$ cat config.mk
export PLATFORM = sky130hd
export DESIGN_NAME = resource_claim_grant_table_unit_flat
export DESIGN_NICKNAME = d
export VERILOG_FILES = /design/src/design/rcg_pkg.sv /design/src/design/rcg_in_if.sv /design/src/design/rcg_out_if.sv /design/src/design/resource_claim_grant_table_unit.sv /design/src/flat_wrapper.sv
export SDC_FILE = /design/constraint.sdc
export NUM_CORES = 2
export LEC_CHECK = 0
export BUFFER_PORTS_ARGS = -buffer_cell sky130_fd_sc_hd__buf_2
export CAP_MARGIN = 15
export CORE_MARGIN = 8
export CORE_UTILIZATION = 57
export DETAILED_ROUTE_END_ITERATION = 7
export PLACE_DENSITY = 0.88
export SLEW_MARGIN = 5
export SYNTH_ARGS = -nofsm -noshare
export SYNTH_HDL_FRONTEND = slang
export SYNTH_SLANG_ARGS = --single-unit
$ cat constraint.sdc
create_clock -name clk -period 9.4 [get_ports clk]
set_input_delay 0.47 -clock clk [delete_from_list [all_inputs] [get_ports clk]]
set_output_delay 0.47 -clock clk [all_outputs]
set_load 0.03 [all_outputs]
$ cat src/design/rcg_pkg.sv
// ----------------------------------------------------------------------------
// rcg_pkg
// Shared types and constants for the resource claim and grant table.
// ----------------------------------------------------------------------------
package rcg_pkg;

  localparam int TABLE_DEPTH = 32;
  localparam int CNT_W       = 8;
  localparam int TAG_W       = 16;
  localparam int IDX_W       = $clog2(TABLE_DEPTH > 1 ? TABLE_DEPTH : 2);
  localparam int SCN_W       = $clog2(TABLE_DEPTH + 1);
  localparam int NUM_RES     = 3;

  localparam logic [CNT_W-1:0] POOL_RST_A = CNT_W'(10);
  localparam logic [CNT_W-1:0] POOL_RST_B = CNT_W'(5);
  localparam logic [CNT_W-1:0] POOL_RST_C = CNT_W'(7);

  typedef logic [NUM_RES-1:0][CNT_W-1:0] cnt3_t;

  typedef struct packed {
    logic [TAG_W-1:0] tag;
    cnt3_t            claim;
    cnt3_t            held;
  } entry_t;

  typedef enum logic [1:0] {
    ACT_REGISTER = 2'd0,
    ACT_GRANT    = 2'd1,
    ACT_FINISH   = 2'd2,
    ACT_NONE     = 2'd3
  } action_t;

  typedef enum logic [2:0] {
    ST_OK       = 3'd0,
    ST_EXISTS   = 3'd1,
    ST_OVER     = 3'd2,
    ST_NOTFOUND = 3'd3,
    ST_FULL     = 3'd4
  } status_t;

  typedef enum logic [1:0] {
    REG_TOTAL_A = 2'd0,
    REG_TOTAL_B = 2'd1,
    REG_TOTAL_C = 2'd2
  } cfg_reg_t;

  typedef enum logic [1:0] {
    S_IDLE = 2'd0,
    S_SCAN = 2'd1,
    S_EXEC = 2'd2
  } fsm_t;

endpackage

$ cat src/design/rcg_in_if.sv
// ----------------------------------------------------------------------------
// rcg_in_if
// Command channel: valid/ready handshake with the command payload.
// ----------------------------------------------------------------------------
interface rcg_in_if;
  logic        valid;
  logic        ready;
  logic [1:0]  action;
  logic [15:0] job_tag;
  logic [7:0]  amount_a;
  logic [7:0]  amount_b;
  logic [7:0]  amount_c;

  modport source (output valid, action, job_tag, amount_a, amount_b, amount_c,
                  input ready);
  modport sink (input valid, action, job_tag, amount_a, amount_b, amount_c,
                output ready);
endinterface

$ cat src/design/rcg_out_if.sv
// ----------------------------------------------------------------------------
// rcg_out_if
// Result channel: valid/ready handshake with status and remaining pools.
// ----------------------------------------------------------------------------
interface rcg_out_if;
  logic       valid;
  logic       ready;
  logic [2:0] status;
  logic [7:0] left_a;
  logic [7:0] left_b;
  logic [7:0] left_c;

  modport source (output valid, status, left_a, left_b, left_c, input ready);
  modport sink (input valid, status, left_a, left_b, left_c, output ready);
endinterface

$ cat src/design/resource_claim_grant_table_unit.sv
// ----------------------------------------------------------------------------
// resource_claim_grant_table_unit
// Job table with claims and holdings of three resource types and three pools.
// ----------------------------------------------------------------------------
//  channel   | direction | transfer when          | payload
//  in_ch     | in        | in_ch.valid & ready    | action, job_tag, amount_a/b/c
//  out_ch    | out       | out_ch.valid & ready   | status, left_a/b/c
//  cfg_*     | in        | cfg_we                 | cfg_idx, cfg_wdata
//
//  One command at a time: each result waits for the scan of the table memory,
//  one entry a cycle, over the whole table.
//  Reset clears the valid bits and loads the pools at once; no clearing pass.
//  A result stalled on out_ch holds the command in execute; once it moves to
//  the output register the next command is taken.
// ----------------------------------------------------------------------------
module resource_claim_grant_table_unit
  import rcg_pkg::*;
(
  input  logic        clk,
  input  logic        rst_n,
  input  logic        cfg_we,
  input  logic [1:0]  cfg_idx,
  input  logic [7:0]  cfg_wdata,
  rcg_in_if.sink      in_ch,
  rcg_out_if.source   out_ch
);

  fsm_t state_r, state_nxt;

  entry_t mem [TABLE_DEPTH];
  entry_t rd_data_r;

  logic [TABLE_DEPTH-1:0] valid_r;
  cnt3_t                  pool_r;

  action_t          act_r;
  logic [TAG_W-1:0] tag_r;
  cnt3_t            amt_r;

  logic [SCN_W-1:0] scan_idx_r;
  logic             chk_vld_r;
  logic [IDX_W-1:0] chk_idx_r;
  logic             found_r;
  logic [IDX_W-1:0] found_idx_r;
  entry_t           found_ent_r;
  logic             free_ok_r;
  logic [IDX_W-1:0] free_idx_r;

  logic       out_valid_r;
  status_t    out_status_r;
  cnt3_t      out_left_r;

  logic       in_fire;
  logic       out_take;
  logic       exec_fire;
  logic       rd_en;
  logic       scan_end;
  logic       hit;
  logic       hole;

  status_t          ex_status;
  cnt3_t            ex_pool;
  logic             ex_wr_en;
  logic [IDX_W-1:0] ex_wr_idx;
  entry_t           ex_wr_data;
  logic             ex_set;
  logic             ex_clr;
  logic             over_pool;
  logic             over_grant;
  cnt3_t            pool_sub;
  cnt3_t            pool_ret;
  cnt3_t            held_add;
  logic [CNT_W:0]   sum_w;

  // next state
  always_comb begin
    state_nxt = state_r;
    case (state_r)
      S_IDLE: begin
        if (in_fire) begin
          state_nxt = S_SCAN;
        end
      end
      S_SCAN: begin
        if (scan_end) begin
          state_nxt = S_EXEC;
        end
      end
      S_EXEC: begin
        if (out_take) begin
          state_nxt = S_IDLE;
        end
      end
      default: state_nxt = S_IDLE;
    endcase
  end

  // control outputs
  always_comb begin
    in_ch.ready = (state_r == S_IDLE);
    in_fire     = in_ch.valid && (state_r == S_IDLE);
    out_take    = !out_valid_r || out_ch.ready;
    exec_fire   = (state_r == S_EXEC) && out_take;
    rd_en       = (state_r == S_SCAN) && (scan_idx_r != SCN_W'(TABLE_DEPTH));
    scan_end    = (state_r == S_SCAN) && (scan_idx_r == SCN_W'(TABLE_DEPTH)) && chk_vld_r;
    hit         = chk_vld_r && valid_r[chk_idx_r] && (rd_data_r.tag == tag_r);
    hole        = chk_vld_r && !valid_r[chk_idx_r];
  end

  // execute: checks and updates of one command
  always_comb begin
    over_pool  = 1'b0;
    over_grant = 1'b0;
    sum_w      = '0;
    for (int k = 0; k < NUM_RES; k++) begin
      if (amt_r[k] > pool_r[k]) begin
        over_pool = 1'b1;
      end
      if ({1'b0, amt_r[k]} + {1'b0, found_ent_r.held[k]} > {1'b0, found_ent_r.claim[k]}) begin
        over_grant = 1'b1;
      end
      pool_sub[k] = pool_r[k] - amt_r[k];
      held_add[k] = found_ent_r.held[k] + amt_r[k];
      sum_w       = {1'b0, pool_r[k]} + {1'b0, found_ent_r.held[k]};
      pool_ret[k] = sum_w[CNT_W] ? {CNT_W{1'b1}} : sum_w[CNT_W-1:0];
    end

    ex_status  = ST_OK;
    ex_pool    = pool_r;
    ex_wr_en   = 1'b0;
    ex_wr_idx  = found_idx_r;
    ex_wr_data = found_ent_r;
    ex_set     = 1'b0;
    ex_clr     = 1'b0;
    case (act_r)
      ACT_REGISTER: begin
        if (found_r) begin
          ex_status = ST_EXISTS;
        end else if (over_pool) begin
          ex_status = ST_OVER;
        end else if (!free_ok_r) begin
          ex_status = ST_FULL;
        end else begin
          ex_wr_en         = 1'b1;
          ex_set           = 1'b1;
          ex_wr_idx        = free_idx_r;
          ex_wr_data.tag   = tag_r;
          ex_wr_data.claim = amt_r;
          ex_wr_data.held  = '0;
        end
      end
      ACT_GRANT: begin
        if (!found_r) begin
          ex_status = ST_NOTFOUND;
        end else if (over_pool || over_grant) begin
          ex_status = ST_OVER;
        end else begin
          ex_pool         = pool_sub;
          ex_wr_en        = 1'b1;
          ex_wr_data.held = held_add;
        end
      end
      ACT_FINISH: begin
        if (!found_r) begin
          ex_status = ST_NOTFOUND;
        end else begin
          ex_pool = pool_ret;
          ex_clr  = 1'b1;
        end
      end
      default: ex_status = ST_OK;
    endcase
  end

  // table memory
  always_ff @(posedge clk) begin
    if (rd_en) begin
      rd_data_r <= mem[scan_idx_r[IDX_W-1:0]];
    end
    if (exec_fire && ex_wr_en) begin
      mem[ex_wr_idx] <= ex_wr_data;
    end
  end

  // control state
  always_ff @(posedge clk) begin
    if (!rst_n) begin
      state_r     <= S_IDLE;
      valid_r     <= '0;
      pool_r      <= {POOL_RST_C, POOL_RST_B, POOL_RST_A};
      out_valid_r <= 1'b0;
      chk_vld_r   <= 1'b0;
      found_r     <= 1'b0;
      free_ok_r   <= 1'b0;
      scan_idx_r  <= '0;
    end else begin
      state_r   <= state_nxt;
      chk_vld_r <= rd_en;
      if (in_fire) begin
        scan_idx_r <= '0;
        found_r    <= 1'b0;
        free_ok_r  <= 1'b0;
      end else if (rd_en) begin
        scan_idx_r <= scan_idx_r + SCN_W'(1);
      end
      if (hit && !found_r) begin
        found_r <= 1'b1;
      end
      if (hole && !free_ok_r) begin
        free_ok_r <= 1'b1;
      end
      if (exec_fire) begin
        pool_r <= ex_pool;
        if (ex_set) begin
          valid_r[ex_wr_idx] <= 1'b1;
        end
        if (ex_clr) begin
          valid_r[found_idx_r] <= 1'b0;
        end
        out_valid_r <= 1'b1;
      end else if (out_ch.ready) begin
        out_valid_r <= 1'b0;
      end
      if (cfg_we) begin
        case (cfg_idx)
          REG_TOTAL_A: pool_r[0] <= CNT_W'(cfg_wdata);
          REG_TOTAL_B: pool_r[1] <= CNT_W'(cfg_wdata);
          REG_TOTAL_C: pool_r[2] <= CNT_W'(cfg_wdata);
          default: ;
        endcase
      end
    end
  end

  // payload
  always_ff @(posedge clk) begin
    chk_idx_r <= scan_idx_r[IDX_W-1:0];
    if (in_fire) begin
      act_r    <= action_t'(in_ch.action);
      tag_r    <= TAG_W'(in_ch.job_tag);
      amt_r[0] <= CNT_W'(in_ch.amount_a);
      amt_r[1] <= CNT_W'(in_ch.amount_b);
      amt_r[2] <= CNT_W'(in_ch.amount_c);
    end
    if (hit && !found_r) begin
      found_idx_r <= chk_idx_r;
      found_ent_r <= rd_data_r;
    end
    if (hole && !free_ok_r) begin
      free_idx_r <= chk_idx_r;
    end
    if (exec_fire) begin
      out_status_r <= ex_status;
      out_left_r   <= ex_pool;
    end
  end

  assign out_ch.valid  = out_valid_r;
  assign out_ch.status = out_status_r;
  assign out_ch.left_a = 8'(out_left_r[0]);
  assign out_ch.left_b = 8'(out_left_r[1]);
  assign out_ch.left_c = 8'(out_left_r[2]);

endmodule

$ cat src/flat_wrapper.sv
// flat-port wrapper written by rule: the top's interface ports become plain ports
module resource_claim_grant_table_unit_flat import rcg_pkg::*;
  (clk, rst_n, cfg_we, cfg_idx, cfg_wdata, in_ch_valid, in_ch_action, in_ch_job_tag, in_ch_amount_a, in_ch_amount_b, in_ch_amount_c, in_ch_ready, out_ch_valid, out_ch_status, out_ch_left_a, out_ch_left_b, out_ch_left_c, out_ch_ready);
  rcg_in_if in_ch_i ();
  rcg_out_if out_ch_i ();
  input  logic clk;
  input  logic rst_n;
  input  logic cfg_we;
  input  logic [1:0] cfg_idx;
  input  logic [7:0] cfg_wdata;
  input wire logic [$bits(in_ch_i.valid)-1:0] in_ch_valid;
  input wire logic [$bits(in_ch_i.action)-1:0] in_ch_action;
  input wire logic [$bits(in_ch_i.job_tag)-1:0] in_ch_job_tag;
  input wire logic [$bits(in_ch_i.amount_a)-1:0] in_ch_amount_a;
  input wire logic [$bits(in_ch_i.amount_b)-1:0] in_ch_amount_b;
  input wire logic [$bits(in_ch_i.amount_c)-1:0] in_ch_amount_c;
  output wire logic [$bits(in_ch_i.ready)-1:0] in_ch_ready;
  output wire logic [$bits(out_ch_i.valid)-1:0] out_ch_valid;
  output wire logic [$bits(out_ch_i.status)-1:0] out_ch_status;
  output wire logic [$bits(out_ch_i.left_a)-1:0] out_ch_left_a;
  output wire logic [$bits(out_ch_i.left_b)-1:0] out_ch_left_b;
  output wire logic [$bits(out_ch_i.left_c)-1:0] out_ch_left_c;
  input wire logic [$bits(out_ch_i.ready)-1:0] out_ch_ready;
  assign in_ch_i.valid = in_ch_valid;
  assign in_ch_i.action = in_ch_action;
  assign in_ch_i.job_tag = in_ch_job_tag;
  assign in_ch_i.amount_a = in_ch_amount_a;
  assign in_ch_i.amount_b = in_ch_amount_b;
  assign in_ch_i.amount_c = in_ch_amount_c;
  assign in_ch_ready = in_ch_i.ready;
  assign out_ch_valid = out_ch_i.valid;
  assign out_ch_status = out_ch_i.status;
  assign out_ch_left_a = out_ch_i.left_a;
  assign out_ch_left_b = out_ch_i.left_b;
  assign out_ch_left_c = out_ch_i.left_c;
  assign out_ch_i.ready = out_ch_ready;
  resource_claim_grant_table_unit u_core (.clk(clk), .rst_n(rst_n), .cfg_we(cfg_we), .cfg_idx(cfg_idx), .cfg_wdata(cfg_wdata), .in_ch(in_ch_i), .out_ch(out_ch_i));
endmodule
* Word-level counts from Yosys, hierarchy flattened *
Memory sizes are Yosys's and may differ from the RTL's. A register that Yosys moved wholly into a read port is not among the register bits.
Index checks and enable logic that the tools add are counted.

storage, ports and cells
  RAM bits = 2048
  output and inout bits = 29
  input bits = 57
  memories kept = 1
  logic and storage cells = 163
  register bits after elaboration = 216

cells by class
  reductions and logical operators = 27
  mux-type cells = 66
  equality and inequality tests = 12
  magnitude comparators = 11
  $add $sub $neg = 13
  bitwise gates (word level) = 4

memories
  memory      depth  bits a word  rd ports  clocked after memory_dff  wr ports  line                                   text
  u_core.mem  32     64           1         1                         1         resource_claim_grant_table_unit.sv:30  entry_t mem [TABLE_DEPTH];

operator list
  operator            count
  $mux 64             3
  $mux 24             7
  $mux 32             4
  $pmux 24 s2         2
  $add 8x8->9         6
  $mux 8              6
  $mux 40             1
  $and 32x32->32      1
  $not 32->32         1
  $or 32x32->32       1
  $gt 9x8->1          3
  $add 8x8->8         3
  $gt 8x8->1          3
  $mux 1              24
  $sub 8x8->8         3
  $mux 5              4
  $lt 5x6->1 const B  3
  $eq 16x16->1        1
  $logic_and 1x1->1   13
  $mux 3              4
  $demux 1 s5         2
  $ge 5x1->1 const B  2
  $mux 2              5
  $pmux 3 s3          1
  16 further kinds    30

* Depth between registers and ports, before layout *
  word-level depth = 17
  depth in mapped cells = 20
  depth with buffers taken out = 18

* Worst setup path before layout *
OpenSTA, ideal clock, no wires.

  kind = flip-flop to flip-flop
  start point = register u_core.chk_idx_r[0]
  end point = register u_core.found_ent_r[0] in the netlist's numbering, enable pin
  period minus slack after synthesis = 8808 ps
  stages on the path, launching flop included = 6
  slack = 592 ps
  arrival = 8138 ps
  cells stage by stage = dfxtp_1 clkbuf_1 mux4_2 mux4_2 mux2i_1 nor4_1

on the way
  longest elaborated chain between the ends = 5

ends and longest elaborated chain
  item                            line                                    text
  start, declared                 resource_claim_grant_table_unit.sv:42   logic [IDX_W-1:0] chk_idx_r;
  start signal, assigned          resource_claim_grant_table_unit.sv:237  chk_idx_r <= scan_idx_r[IDX_W-1:0];
  $bmux 1 s5                      resource_claim_grant_table_unit.sv:106  hit = chk_vld_r && valid_r[chk_idx_r] && (rd_data_r.tag == tag_r);
  $mux 1 (not written as such)    resource_claim_grant_table_unit.sv:106
  $logic_and 1x1->1 (2 in a row)  resource_claim_grant_table_unit.sv:106
  $logic_and 1x1->1               resource_claim_grant_table_unit.sv:245  if (hit && !found_r) begin
  end signal, assigned            resource_claim_grant_table_unit.sv:247  found_ent_r <= rd_data_r;
  end, declared                   resource_claim_grant_table_unit.sv:45   entry_t found_ent_r;

No other way between the ends. The select of a mux whose other input is x is not followed.
A chain may end at the register's enable or synchronous reset.

* Worst setup path in the final report *
  start point = register u_core.found_ent_r[16] in the netlist's numbering
  end point = memory u_core.mem[22][27] in the netlist's numbering, enable pin

on the way
  longest elaborated chain between the ends = 10

ends and longest elaborated chain
  item                          line                                    text
  $add 8x8->9                   resource_claim_grant_table_unit.sv:119  if ({1'b0, amt_r[k]} + {1'b0, found_ent_r.held[k]} > {1'b0, found_ent_r.claim[k]}) begin
  $gt 9x8->1                    resource_claim_grant_table_unit.sv:119
  $mux 1                        resource_claim_grant_table_unit.sv:119
  $logic_or 1x1->1              resource_claim_grant_table_unit.sv:155  end else if (over_pool || over_grant) begin
  $mux 1                        resource_claim_grant_table_unit.sv:155
  $mux 1                        resource_claim_grant_table_unit.sv:153  if (!found_r) begin
  $pmux 1 s2                    resource_claim_grant_table_unit.sv:135  case (act_r)
  $logic_and 1x1->1             resource_claim_grant_table_unit.sv:180  if (exec_fire && ex_wr_en) begin
  $mux 1                        resource_claim_grant_table_unit.sv:180
  $mux 1 (not written as such)  resource_claim_grant_table_unit.sv:181  mem[ex_wr_idx] <= ex_wr_data;
  end, declared                 resource_claim_grant_table_unit.sv:30

No other way between the ends.

==> metrics.md <==
| Metric | Value |
|---|---|
| Pin count of the biggest net entering global routing | 154 |
| Peak VDD IR | 0.193 mV |
| Vias | 53800 |
| DR pass1 iterations | 8 |
| Syn Area/Cell | ~22 µm² |
| Power per cell area | 203 mW/mm² |
| Synth area leader | edfxtp_1 |
| CTS Sinks | 2328 |
| DR WL/cell | ~45 µm |
| RSZ-0062 raised after global routing | no |
| Initial antenna violation count | 39 |
| Internal power | around 16 mW |
| Run status | finished with violations |
| Netlist Area Pre-Place | 0.0924 mm² |
| Post-synth top area share | 73.3% |
| Syn Inst Count | 4278 |
| Hold Violations, Final | 0 |
| Die area | 0.175 mm² |
| Final period utilization | 86.9% |
| Placed cell count | 6439 |
| Vias in the first global route | 51100 |
| Syn_nets | between 4000 and 5000 |
| Logic pwr share | 4.3% |
| Synth unique cells | 85 |
| Slew @ Worst Pin | between 1 and 1.5 ns |
| Final WL | 311 mm |
| Buffers on Ports | 85 |
| Placement row count | 147 |
| Net Sw Power | approximately 4.8 mW |
| GPL Wtd Cong | 0.927 |
| Synth area leaders | edfxtp_1 73%, mux4_2 16%, dfxtp_1 1.6%, ha_1 1.4%, mux2_2 1.1% |
| Most common cell in the synthesized netlist | edfxtp_1 |
| Cell Chain, Critical Path | ha_1 > inv_1 > fa_1 > nor2b_1 > o31ai_1 > a21boi_0 > ha_1 > and4_1 > a221o_1 > a221o_1 > a211oi_2 > and4_4 > nand3_4 > o22ai_1 > nand3_1 > nor2_4 > buf_4 |
| Setup TNS | 0 ns |
| Clock transition at path regs | 0.08 ns |
| Hold/Removal Path Class | in2reg |
| Switching share of power | 22.7% |
| Clock power share | 41.9% |
| Part of the Yosys area used for sequential elements | 74.9% |
| Number of DRC violations after detailed-routing iteration 0 | approximately 11000 |
| Layout overhead on the synthesized area | 12.1% |
| Final Critical Period | 8.17 ns |
| Fmax | between 100 and 150 MHz |
| Failing checks | design-rule violations |
| Max stage delay cell, worst path | nor2_4 |
| Async set or reset register ratio after synthesis | 0% |
| Final slew viol count | 0 |
| Total CTS buffers | 206 |
| Part of the power in registers | around 54% |
| Worst stage delay on the critical path | 0.99 ns |
| Post-synth EDFFs | 2255 |
| Leakage | 32.2 nW |
| Hold buffers post-CTS | 52 |
| Count of cells resized by post-cts repair | 0 |
| Final non-filler cell total | 6896 |
| Crit Path Category | reg2reg |
| Antenna-violating nets left | 0 |
| Layout cell share with drive strength beyond 1 | between 20% and 30% |
| Worst Clk Skew | 0.0399 ns |
| HPWL after DPL | 162 mm |
| Required @ worst endpoint | 9.88 ns |
| Initial core utilization | 57.5% |
| Final Setup Violations | 0 |
| Worst-case clock buffer depth | 3 |
| Worst slew margin | 17.9% |
| Nets@finish | 4711 |
| CTS tree | done |
| Startpoint types | flip-flop |
| Ports | 86 |
| Die Width | roughly 420 µm |
| Max-cap violation count | 0 |
| Die H | 419 µm |
| Root cell of the clock tree | clkbuf_16 |
| Crit path max fanout | 46 |
| Synth Register Bits | ~2300 |
| Fin util | 64.4% |
| Top FF cell, synth | edfxtp_1 |
| CP Capture Type | flip-flop |
| Critical Path AT | slightly below 9 ns |
| Htree depth | 4 |
| Vias per std cell | between 7 and 8 |
| Core footprint | 0.161 mm² |
| Total power draw | 21.0 mW |
| Synth warn | 0 |
| Post-synth top cells | 2255 x edfxtp_1, 650 x mux4_2, 153 x clkbuf_1 |
| Final worst slack | 1.23 ns |
| Clock latency on the worst-skew pair | 0.89 ns |
| Post-CTS Setup Bufs | 0 |
| Drc violations | 127 |
| All-Layer GR Usage | a little over a third |
| Setup slack at placement | 2.14 ns |
| Grt total ovfl | 0 |
| First-pass GRT wire length | 424 mm |
## worst paths after layout
kind	startpoint	cells after the start	slack, ns	to
worst min register to register	u_core.rd_data_r[34]$_DFFE_PP_	0	0.42	u_core.found_ent_r[34]$_DFFE_PP_
worst max register to register	u_core.found_ent_r[16]$_DFFE_PP_	17	1.23	u_core.mem[22][27]$_DFFE_PP_
worst min-delay path	cfg_we	5	0.16	u_core.pool_r[23]$_SDFF_PN0_
worst max-delay path	u_core.found_ent_r[16]$_DFFE_PP_	17	1.23	u_core.mem[22][27]$_DFFE_PP_
## cell type report
class,instances,area (µm²)
clock inverters,139,1360
well taps,2160,2700
diodes,23,57.6
multi-input cells,1661,22400
flip-flops and latches,2328,69200
inverters,89,334
fillers,9521,57200
clock buffers,239,5340
repair buffers,257,2140
## placed cells by master, fill, tap and decap left out, types with 23 or more instances in the layout
cell | netlist | final
edfxtp_1 | 2255 | 2255
mux4_2 | 650 | 650
clkbuf_16 | 0 | 209
nor2_1 | 136 | 104
ha_1 | 102 | 102
nand2_1 | 101 | 101
buf_4 | 0 | 98
mux2_2 | 88 | 88
inv_1 | 88 | 86
buf_2 | 7 | 85
a21oi_1 | 78 | 78
dfxtp_1 | 73 | 68
o21ai_0 | 83 | 52
dlygate4sd3_1 | 0 | 52
clkinv_1 | 1 | 47
clkinv_2 | 0 | 47
xor2_1 | 34 | 34
nor2_4 | 1 | 33
xnor2_1 | 32 | 32
o221a_2 | 32 | 32
clkbuf_1 | 153 | 30
o21ai_1 | 11 | 29
diode_2 | 0 | 23
## per-stage QoR
| stage | hold slack (ns) | instance area [µm²] |
|---|---|---|
| after floorplan | 0.329 | 92400 |
| after global placement | 0.401 | 96100 |
| after detailed placement | 0.405 | 96200 |
| after CTS | 0.0955 | 103000 |
| after global routing | 0.162 | 104000 |
| final | 0.158 | 104000 |
## per-layer routing
metal	track usage, %	vias up	share of wire, %
met5	0	-	0.067
met4	22.3	28	9.4
met3	11.3	1669	16
met2	53.1	6968	45
met1	43.0	26600	30
li1	-	18500	-
## critical path, delay by kind of cell, from the launching register on
kind                       cells  cell delay, ns
DFF                            1            0.44
and+or+nand+nor                6            2.86
buffers and inverters          2            0.93
adders and majority gates      3            0.89
AOI/OAI and AO/OA              6            2.54
## cells by family after synthesis
family,after synthesis,synth area share (%)
buf+inv,289,1.20
fa+ha+maj,111,1.58
simple gates,355,1.79
flops,2328,74.9
xor+xnor,66,0.626
compound gates,379,2.87
mux,750,17.1
## flip-flops by register name, indices dropped and copies added, names as in the netlist
signal / count
u_core.found_idx_r: 5
u_core.mem: 2048
u_core.free_ok_r: 1
u_core.amt_r: 24
u_core.chk_idx_r: 5
u_core.tag_r: 16
u_core.out_ch.left_a: 8
u_core.free_idx_r: 5
u_core.chk_vld_r: 1
u_core.out_ch.valid: 1
u_core.valid_r: 32
u_core.out_ch.left_b: 8
u_core.rd_data_r: 64
u_core.scan_idx_r: 6
u_core.out_ch.status: 3
u_core.pool_r: 24
u_core.found_r: 1
u_core.state_r: 2
u_core.out_ch.left_c: 8
u_core.found_ent_r: 64
u_core.act_r: 2
## power by group through the flow
stage                     combinational, mW  clock (mW)  sequential (mW)
after floorplan                       0.538           0             11.5
after global placement                0.758           0             11.5
after detailed placement              0.788           0             11.5
after CTS                             0.848        8.71             11.3
after global routing                  0.906        9.12             11.3
final                                 0.896        8.83             11.3
Power figures use the tool's default switching activity.
